===== config.mk =====
export PLATFORM = sky130hd
export DESIGN_NAME = source_code_token_classifier
export DESIGN_NICKNAME = d
export VERILOG_FILES = /design/src/hw/rtl/sctc_pkg.sv /design/src/hw/rtl/source_code_token_classifier.sv
export VERILOG_INCLUDE_DIRS = /design/src /design/src/hw/rtl
export SDC_FILE = /design/constraint.sdc
export NUM_CORES = 1
export LEC_CHECK = 0
export CORE_UTILIZATION = 50
export DETAILED_ROUTE_END_ITERATION = 12
export DONT_BUFFER_PORTS = 1
export PLACE_DENSITY = 0.75
export SYNTH_ARGS = -nofsm -noshare
export SYNTH_HDL_FRONTEND = slang
export SYNTH_SLANG_ARGS = --single-unit

===== constraint.sdc =====
create_clock -name clk_i -period 3.5 [get_ports clk_i]
set_clock_uncertainty 0.2 [all_clocks]
set_input_delay 0.35 -clock clk_i [delete_from_list [all_inputs] [get_ports clk_i]]
set_output_delay 0.35 -clock clk_i [all_outputs]
set_load 0.01 [all_outputs]

===== src/hw/rtl/source_code_token_classifier_macros.svh =====
// ---------------------------------------------------------------------------
// Assertion macros for the source code token classifier
// Concurrent checks on the rising edge of clk_i, off while rst_ni is low.
// ---------------------------------------------------------------------------
`ifndef SOURCE_CODE_TOKEN_CLASSIFIER_MACROS_SVH
`define SOURCE_CODE_TOKEN_CLASSIFIER_MACROS_SVH
`ifndef SYNTHESIS
`define SCTC_ASSERT(name, prop) \
  name: assert property (@(posedge clk_i) disable iff (!rst_ni) (prop)) \
    else $error("sctc check failed");
`define SCTC_ASSERT_IMPLY(name, ante, cons) \
  name: assert property (@(posedge clk_i) disable iff (!rst_ni) (ante) |-> (cons)) \
    else $error("sctc check failed");
`define SCTC_ASSERT_NEXT(name, ante, cons) \
  name: assert property (@(posedge clk_i) disable iff (!rst_ni) (ante) |=> (cons)) \
    else $error("sctc check failed");
`else
`define SCTC_ASSERT(name, prop)
`define SCTC_ASSERT_IMPLY(name, ante, cons)
`define SCTC_ASSERT_NEXT(name, ante, cons)
`endif
`endif


===== src/hw/rtl/sctc_pkg.sv =====
// ---------------------------------------------------------------------------
// sctc_pkg
// Types, character constants and the per-byte labelling function of the
// source code token classifier.
// ---------------------------------------------------------------------------
package sctc_pkg;

  typedef enum logic [2:0] {
    KIND_SPACE   = 3'd0,
    KIND_COMMENT = 3'd1,
    KIND_NUMBER  = 3'd2,
    KIND_STRING  = 3'd3,
    KIND_CHAR    = 3'd4,
    KIND_IDENT   = 3'd5,
    KIND_OTHER   = 3'd6,
    KIND_BLOCK   = 3'd7
  } kind_e;

  localparam logic [7:0] ChSlash  = 8'h2F;
  localparam logic [7:0] ChStar   = 8'h2A;
  localparam logic [7:0] ChDot    = 8'h2E;
  localparam logic [7:0] ChUnder  = 8'h5F;
  localparam logic [7:0] ChNl     = 8'h0A;
  localparam logic [7:0] ChDquote = 8'h22;
  localparam logic [7:0] ChQuote  = 8'h27;
  localparam logic [7:0] ChBslash = 8'h5C;
  localparam logic [7:0] ChNul    = 8'h00;
  localparam logic [2:0] LenMax   = 3'd7;

  typedef struct packed {
    logic [7:0] prev;
    kind_e      kind;
    logic       in_tok;
    logic       dot;
    logic       esc;
    logic [2:0] len;
  } lex_t;

  typedef struct packed {
    logic [7:0] data;
    logic [2:0] kind;
    logic       first;
    logic       err;
    logic       last;
  } res_t;

  typedef struct packed {
    lex_t st;
    res_t res;
  } step_t;

  localparam lex_t LexClear = '{prev: 8'h00, kind: KIND_SPACE, in_tok: 1'b0,
                                dot: 1'b0, esc: 1'b0, len: 3'd0};

  function automatic logic is_ws(input logic [7:0] c);
    return (c == 8'd32) || (c >= 8'd9 && c <= 8'd13);
  endfunction

  function automatic logic is_dig(input logic [7:0] c);
    return (c >= 8'h30) && (c <= 8'h39);
  endfunction

  function automatic logic is_alp(input logic [7:0] c);
    return ((c >= 8'h61) && (c <= 8'h7A)) || ((c >= 8'h41) && (c <= 8'h5A));
  endfunction

  // Label byte x with lookahead n, starting from lexer state s.
  function automatic step_t lex_step(input lex_t s, input logic [7:0] x,
                                     input logic [7:0] n);
    step_t      o;
    lex_t       t;
    logic       joined;
    logic       err;
    logic [2:0] len;
    t      = s;
    joined = 1'b1;
    err    = 1'b0;
    len    = s.len;
    if (!s.in_tok) begin
      joined = 1'b0;
    end else begin
      case (s.kind)
        KIND_COMMENT: begin
          if (x == ChNl) joined = 1'b0;
        end
        KIND_BLOCK: begin
          if (x == ChNul) joined = 1'b0;
          else if (len >= 3'd3 && s.prev == ChStar && x == ChSlash) t.in_tok = 1'b0;
        end
        KIND_NUMBER: begin
          if (is_dig(x)) begin
          end else if (x == ChDot && !s.dot) begin
            t.dot = 1'b1;
          end else begin
            joined = 1'b0;
          end
        end
        KIND_STRING: begin
          if (s.esc && x == ChDquote) begin
            t.esc = 1'b0;
          end else begin
            t.esc = 1'b0;
            if (x == ChNul) err = 1'b1;
            else if (x == ChDquote) t.in_tok = 1'b0;
            else if (x == ChBslash) t.esc = 1'b1;
          end
        end
        KIND_CHAR: begin
          if (s.esc || x == ChQuote) t.in_tok = 1'b0;
          else if (is_ws(x) && n != ChQuote) err = 1'b1;
          else if (x == ChNul) err = 1'b1;
          else if (len == 3'd2 && s.prev == ChBslash && x != ChBslash) t.esc = 1'b1;
          else if (len > 3'd1 && s.prev != ChBslash && (n == ChQuote || n == ChBslash))
            err = 1'b1;
        end
        KIND_IDENT: begin
          if (!(is_alp(x) || is_dig(x) || x == ChUnder)) joined = 1'b0;
        end
        default: joined = 1'b0;
      endcase
    end
    if (!joined) begin
      t.in_tok = 1'b1;
      t.dot    = 1'b0;
      t.esc    = 1'b0;
      t.len    = 3'd1;
      if (is_ws(x)) begin
        t.kind   = KIND_SPACE;
        t.in_tok = 1'b0;
      end else if (x == ChSlash && n == ChSlash) begin
        t.kind = KIND_COMMENT;
      end else if (x == ChSlash && n == ChStar) begin
        t.kind = KIND_BLOCK;
      end else if (is_dig(x)) begin
        t.kind = KIND_NUMBER;
      end else if (x == ChDquote) begin
        t.kind = KIND_STRING;
      end else if (x == ChQuote) begin
        t.kind = KIND_CHAR;
      end else if (is_alp(x)) begin
        t.kind = KIND_IDENT;
      end else begin
        t.kind   = KIND_OTHER;
        t.in_tok = 1'b0;
      end
    end else if (len < LenMax) begin
      t.len = len + 3'd1;
    end
    t.prev      = x;
    o.st        = t;
    o.res.data  = x;
    o.res.kind  = (t.kind == KIND_BLOCK) ? KIND_COMMENT : t.kind;
    o.res.first = !joined;
    o.res.err   = err;
    o.res.last  = err;
    return o;
  endfunction

endpackage


===== src/hw/rtl/source_code_token_classifier.sv =====
// ---------------------------------------------------------------------------
// source_code_token_classifier
// Labels each byte of source text with its token kind and a token-start mark;
// after a lexing error, bytes up to the end of that text are dropped.
// Channel  Dir  Handshake              Payload
// in       in   in_valid_i/in_ready_o  data_byte_i, is_last_i
// out      out  out_valid_o/out_ready_i out_byte_o, token_kind_o, token_first_o,
//                                      lex_error_o, stream_end_o
//
// One byte is accepted per cycle; each byte is labelled when the next one
// arrives, and results leave from a three-entry output queue.
// A final byte with a held byte yields two results in the same cycle.
// in_ready_o is low while the queue holds two or more results.
// Reset clears the lexer, the held byte and the queue; no clearing pass.
// ---------------------------------------------------------------------------
module source_code_token_classifier (
  input  logic       clk_i,
  input  logic       rst_ni,
  input  logic       in_valid_i,
  output logic       in_ready_o,
  input  logic [7:0] data_byte_i,
  input  logic       is_last_i,
  output logic       out_valid_o,
  input  logic       out_ready_i,
  output logic [7:0] out_byte_o,
  output logic [2:0] token_kind_o,
  output logic       token_first_o,
  output logic       lex_error_o,
  output logic       stream_end_o
);
  import sctc_pkg::*;
  `include "source_code_token_classifier_macros.svh"

  localparam int unsigned QDepth = 3;

  logic [7:0] held_q, held_d;
  logic       held_vld_q, held_vld_d;
  lex_t       lex_q, lex_d;
  logic       stop_q, stop_d;

  res_t       ent_q [QDepth];
  res_t       ent_d [QDepth];
  logic [1:0] cnt_q, cnt_d;

  logic       acc, pop;
  logic       push0, push1;
  res_t       res0, res1;
  step_t      step_a, step_b;

  assign in_ready_o = (cnt_q <= 2'd1);
  assign acc        = in_valid_i && in_ready_o;
  assign pop        = out_valid_o && out_ready_i;

  // Held byte with the new byte as lookahead, then the new byte itself at end of text.
  assign step_a = lex_step(lex_q, held_q, data_byte_i);
  assign step_b = lex_step(held_vld_q ? step_a.st : lex_q, data_byte_i, ChNul);

  always_comb begin
    held_d     = held_q;
    held_vld_d = held_vld_q;
    lex_d      = lex_q;
    stop_d     = stop_q;
    push0      = 1'b0;
    push1      = 1'b0;
    res0       = step_a.res;
    res1       = step_b.res;
    res1.last  = 1'b1;
    if (acc) begin
      if (stop_q) begin
        // drop bytes until the end of the broken text
        if (is_last_i) begin
          stop_d     = 1'b0;
          held_vld_d = 1'b0;
          lex_d      = LexClear;
        end
      end else if (held_vld_q && step_a.res.err) begin
        push0      = 1'b1;
        held_vld_d = 1'b0;
        lex_d      = LexClear;
        stop_d     = !is_last_i;
      end else if (is_last_i) begin
        if (held_vld_q) begin
          push0 = 1'b1;
          push1 = 1'b1;
        end else begin
          push0 = 1'b1;
          res0  = res1;
        end
        held_vld_d = 1'b0;
        held_d     = 8'h00;
        lex_d      = LexClear;
      end else begin
        push0      = held_vld_q;
        held_d     = data_byte_i;
        held_vld_d = 1'b1;
        if (held_vld_q) lex_d = step_a.st;
      end
    end
  end

  // Output queue: head at entry 0, shift on pop, append behind the tail.
  always_comb begin
    logic [1:0] base;
    base = cnt_q - {1'b0, pop};
    for (int unsigned i = 0; i < QDepth; i++) begin
      if (pop && i < QDepth - 1) ent_d[i] = ent_q[i + 1];
      else                       ent_d[i] = ent_q[i];
      if (push0 && base == i[1:0]) ent_d[i] = res0;
      if (push1 && base + 2'd1 == i[1:0]) ent_d[i] = res1;
    end
    cnt_d = base + {1'b0, push0} + {1'b0, push1};
  end

  always_ff @(posedge clk_i or negedge rst_ni) begin
    if (!rst_ni) begin
      held_vld_q <= 1'b0;
      lex_q      <= LexClear;
      stop_q     <= 1'b0;
      cnt_q      <= 2'd0;
      held_q     <= 8'h00;
    end else begin
      held_vld_q <= held_vld_d;
      lex_q      <= lex_d;
      stop_q     <= stop_d;
      cnt_q      <= cnt_d;
      held_q     <= held_d;
    end
  end

  always_ff @(posedge clk_i) begin
    for (int unsigned i = 0; i < QDepth; i++) begin
      ent_q[i] <= ent_d[i];
    end
  end

  assign out_valid_o   = (cnt_q != 2'd0);
  assign out_byte_o    = ent_q[0].data;
  assign token_kind_o  = ent_q[0].kind;
  assign token_first_o = ent_q[0].first;
  assign lex_error_o   = ent_q[0].err;
  assign stream_end_o  = ent_q[0].last;

  `SCTC_ASSERT_IMPLY(a_stop_silent, acc && stop_q, !push0 && !push1)
  `SCTC_ASSERT_IMPLY(a_pair_order, push1, push0)
  `SCTC_ASSERT_NEXT(a_last_drains, acc && is_last_i, !held_vld_q)
  `SCTC_ASSERT_IMPLY(a_err_ends, out_valid_o && lex_error_o, stream_end_o)
  `SCTC_ASSERT(a_no_overflow, !(push1 && cnt_q == 2'd2 && !pop))

endmodule

; Yosys cells after proc, flatten, opt, wreduce, memory -nomap -nowiden
; Memories as Yosys holds them, arrays and structs flattened.
; Index checks and enable logic that the tools add are counted.
[word_totals]
register_bits = 29
output_inout_bits = 16
n_memories = 1
elab_cells = 275
inputBits = 13
mem_bits_rw = 42
[mem_list]
columns = name, words, word_bits, read_ports, rd_clocked_by_memory_dff, wr, line_no
row1 = ent_q, 3, 14, 3, 0, 3, source_code_token_classifier.sv:41  ; res_t ent_q [QDepth];
[op_classes]
bitwise_logic = 2
order_cmp = 21
reduce_logical = 59
muxes = 131
n_addsub = 5
eq_ne = 46
[ops]
columns = cell, count
row1 = 2-to-1 mux 14 bit, 13
row2 = "equality test 8 x 6 -> 1 bit, second input constant", 13
row3 = 2-to-1 mux 17 bit, 5
row4 = 2-to-1 mux 1 bit, 84
row5 = "equality test 8 x 7 -> 1 bit, second input constant", 6
row6 = 2-to-1 mux 3 bit, 12
row7 = logical AND 1 bit, 34
row8 = ">= comparator 8 x 7 -> 1 bit, second input constant", 4
row9 = "<= comparator 8 x 7 -> 1 bit, second input constant", 4
row10 = "equality test 3 bit, second input constant", 8
row11 = "inequality test 8 x 7 -> 1 bit, second input constant", 3
row12 = "equality test 3 x 2 -> 1 bit, second input constant", 6
row13 = "equality test 8 x 4 -> 1 bit, second input constant", 2
row14 = ">= comparator 8 x 4 -> 1 bit, second input constant", 2
row15 = ">= comparator 8 x 6 -> 1 bit, second input constant", 2
row16 = "<= comparator 8 x 4 -> 1 bit, second input constant", 2
row17 = "<= comparator 8 x 6 -> 1 bit, second input constant", 2
row18 = logical NOT 8 bit, 2
row19 = 2-to-1 mux 6 bit, 2
row20 = logical OR 1 bit, 11
row21 = case mux 1 bit (5 select lines), 2
row22 = 2-to-1 mux 2 bit, 4
row23 = 2-to-1 mux 4 bit, 2
row24 = 2-to-1 mux 8 bit, 1
row25 = 22 further kinds, 38

; Longest topological paths before layout
[depth]
word_depth = 31
depth_mapped = 13
depth_no_buf = 12

; Worst setup path before layout
; No wires, ideal clock.
[synth_timing]
path_type = reg2reg
start = register held_q[7]
end = memory ent_q[0][5] (netlist bit), data pin
slack_ns = -0.065
required_time_ns = 3.039
n_path_buf = 3
setup_ns = 0.261
path_stages_with_launch = 13
synth_period_minus_slack_ns = 3.565
arrival_ns = 3.105
path_cell_list = dfrtp_1 buf_6 or4b_1 buf_2 or4b_4 o21ai_2 o31ai_2 and2_4 buf_6 mux2_4 a32o_1 o21a_1 a221o_1
[synth_lines]
columns = item, line_no
row1 = start: declaration, source_code_token_classifier.sv:36  ; logic [7:0] held_q, held_d;
row2 = start signal: assignment, source_code_token_classifier.sv:126  ; held_q <= held_d;
row3 = end: declaration, source_code_token_classifier.sv:41

==> results_dict.tcl <==
set metrics [dict create \
    status "complete, but fails checks" \
    violations "design-rule violations" \
    cap_violations 0 \
    numPortBuffers 0 \
    p_sw_mw 1.96 \
    arrival_ns 3.50 \
    ff_latch_area_mm2 0.00196 \
    layout.nets 584 \
    vias 4617 \
    ys_types 78 \
    ys_top_cells_by_count "59 x nand2_1, 43 x nor2_1, 39 x a21oi_1, 39 x edfxtp_1, 33 x clkbuf_1" \
    die-area_mm2 0.00970 \
    critPathRequiredTime_ns 3.51 \
    die_y_um 98.5 \
    synth_seq_cells 71 \
    powerDensity_mw_per_mm2 796 \
    fill_cells 706 \
    multiInputGateArea_mm2 0.00265 \
    netlist.area_leader.share_pct 25.2 \
    yosys-mux-area-fraction_pct 2.31 \
    critical_path_class "register to register" \
    synth_fa_ha_area_share_pct 1.77 \
    ctsRootBufferMaster "clkbuf_8" \
    ant_nets 0 \
    synthXorXnorAreaFrac_pct 0.752 \
    fin_crit_sh_pct 99.7 \
    grt_max_degree 30 \
    tightestPinTransition_ns 0.632 \
    stdcell_area_mm2 0.00561 \
    path_cells "buf_4 > or3_1 > o31ai_2 > a21oi_2 > o31ai_4 > buf_6 > buf_6 > mux2i_4 > nor2_2 > a2111oi_4 > buf_4 > mux2i_1 > o22ai_1" \
    critPathMaxFanout 9 \
    irDropWorstVdd_mv 0.385 \
    p_sw_share_pct 43.9 \
    worst_setup_path_end_kind "register" \
    fin_ws_ns 0.00996 \
    dp_cells 639 \
    dpl-instance-area_mm2 0.00497 \
    cpMaxStageDelayCell "or3_1" \
    first_iter_violations 497 \
    clkSlewWorstSetupHoldPaths_ns 0.09 \
    yosys-top-cells-area "edfxtp_1 25%, dfrtp_1 16%, nand2_1 4.8%, a21oi_1 4.2%, a22o_1 3.8%" \
    dp_hpwl_mm 9.29 \
    drc 2 \
    seqPwrFrac_pct 31.9 \
    viasPerCell 6.81 \
    grt_pass1_vias 4473 \
    clkLatencyLatePin_ns 0.37 \
    critPathMaxStageDelay_ns 0.46 \
    yosys.area_share.simple_pct 21.2 \
    h-tree-depth 3 \
    rows 34 \
    synth_top_cell_by_area "edfxtp_1" \
    ys.flop_type "edfxtp_1" \
    numCtsBuffers 9 \
    cp_num_buf_inv 4 \
    grt_pass1_wl_mm 22.3 \
    overflow 0 \
    period_minus_slack_ns 3.49 \
    synth_nets 543 \
    p_int_mw 2.50 \
    synth-edff-count 39 \
    cts_tree "done" \
    antenna_found_initial 0 \
    initial_core_util_pct 52.6 \
    synth_compound_area_share_pct 25.6 \
    netlist_area_mm2 0.00466 \
    cts_max_path_buffers 2 \
    finalHoldViolations 0 \
    grt_usage_pct 29.3 \
    fmax_mhz 287 \
    fin_cells 678 \
    syn2layout_area_growth_pct 20.5 \
    maxSlewViolCount 0 \
    place_congestion 1.10 \
    synth_top_family_by_area "compound AO/OA/AOI/OAI gates" \
    cp_top_family "compound AO/OA/AOI/OAI gates" \
    async_reset_ff_share_pct 40.8 \
    synth_most_common_cell "nand2_1" \
    syn-instance-count 524 \
    relSlewSlack_pct 57.6 \
    syn_avg_cell_area_um2 8.88 \
    ios 29 \
    finalSetupViolations 0 \
    fin_util_pct 63.4 \
    totalWireLength_mm 13.9 \
    power_frac_clock_pct 13.7 \
    power_frac_comb_pct 54.4 \
    n_antenna_cell 0 \
    p_leak_nw 2.19 \
    synth_warnings 0 \
    start_kind "register" \
    holdWs_ns 0.00636 \
    yosysSeqAreaShare_pct 42.0 \
    dp_slack_ns -0.135 \
    hold_class "input port to register" \
    wl_per_cell_um 20.5 \
    drive_above_1_share_pct 23.2 \
    core_area_mm2 0.00885 \
    die_x_um 98.5 \
    clock_sinks 71 \
    first_pass_iters 12 \
]
flip-flops by register name, indices dropped and copies added, names as in the netlist:
| name | cells |
|---|---|
| stop_q | 1 |
| held_vld_q | 1 |
| cnt_q | 2 |
| ent_q | 42 |
| lex_q | 17 |
| held_q | 8 |
power by group through the flow:
stage          Sequential (mW)  Clock [mW]  Combinational (mW)
3_5_place_dp              1.43           0                2.02
3_3_place_gp              1.42           0                1.95
4_1_cts                   1.41       0.610                2.11
5_1_grt                   1.46       0.645                2.60
6_report                  1.42       0.613                2.43
2_1_floorplan             1.36           0                1.47
area by class of cell:
class,instances,share of cell area [%]
Multi-Input combinational cell,390,47.3
Sequential cell,71,34.9
Timing Repair Buffer,78,11.4
Tap cell,108,2.41
Clock buffer,9,2.21
Inverter,15,1.00
Clock inverter,7,0.825
final timing paths:
kind | start | end | slack [ns] | depth (start not counted)
max | held_q[7] | ent_q[0][18] | 0.01 | 13
min | data_byte_i[2] | ent_q[0][36] | 0.006 | 1
max reg2reg | held_q[7] | ent_q[0][18] | 0.01 | 13
min reg2reg | lex_q[12] | lex_q[12] | 0.32 | 1
max in group asynchronous | rst_ni | held_q[6] | 2.70 | 2
min in group asynchronous | rst_ni | cnt_q[0] | 0.22 | 2
stage by stage:
| step | total power, mW | TNS, ns |
|---|---|---|
| 3_5_place_dp | 3.46 | -0.974 |
| 4_1_cts | 4.13 | 0 |
| 6_report | 4.46 | 0 |
| 5_1_grt | 4.70 | -0.214 |
| 3_3_place_gp | 3.37 | -0.0122 |
| 2_1_floorplan | 2.82 | -0.0654 |
what timing repair did:
action,4_1_cts,5_1_grt
hold endpoints to repair,44,2
setup buffers,0,9
pin swaps,2,10
cloned,0,1
gates resized for setup,10,37
setup endpoints to repair,12,41
hold buffers,11,2
layout by cell type (no fill, tap or decap), drive strengths merged, types with 6 or more instances in the layout:
| master | Yosys | routed |
|---|---|---|
| a21oi | 39 | 39 |
| a22o | 20 | 20 |
| a31oi | 7 | 7 |
| buf | 15 | 66 |
| clkbuf | 33 | 9 |
| dfrtp | 29 | 29 |
| dlygate4sd3 | 0 | 12 |
| edfxtp | 39 | 39 |
| inv | 15 | 17 |
| mux2i | 7 | 7 |
| nand2 | 59 | 59 |
| nand2b | 14 | 14 |
| nand3 | 13 | 13 |
| nand4 | 7 | 7 |
| nor2 | 44 | 44 |
| nor2b | 6 | 6 |
| nor3 | 11 | 11 |
| nor3b | 7 | 7 |
| o21ai | 34 | 34 |
| o22ai | 25 | 25 |
kinds of logic (layout without fill, tap and decap cells):
family,after synthesis,after routing
xor+xnor,4,4
simple gates,194,194
mux,10,10
compound gates,176,176
flops,71,71
buf+inv,63,109
fa+ha+maj,6,6
per-layer routing:
layer	share of wire, %	vias to the layer above	GRT usage (%)
met2	48	296	48.3
met4	5.3	0	15.7
met3	8.5	70	7.09
li1	-	2045	-
met5	0	-	0
met1	38	2206	35.7
No activity file was read; power rests on OpenSTA's default activity.
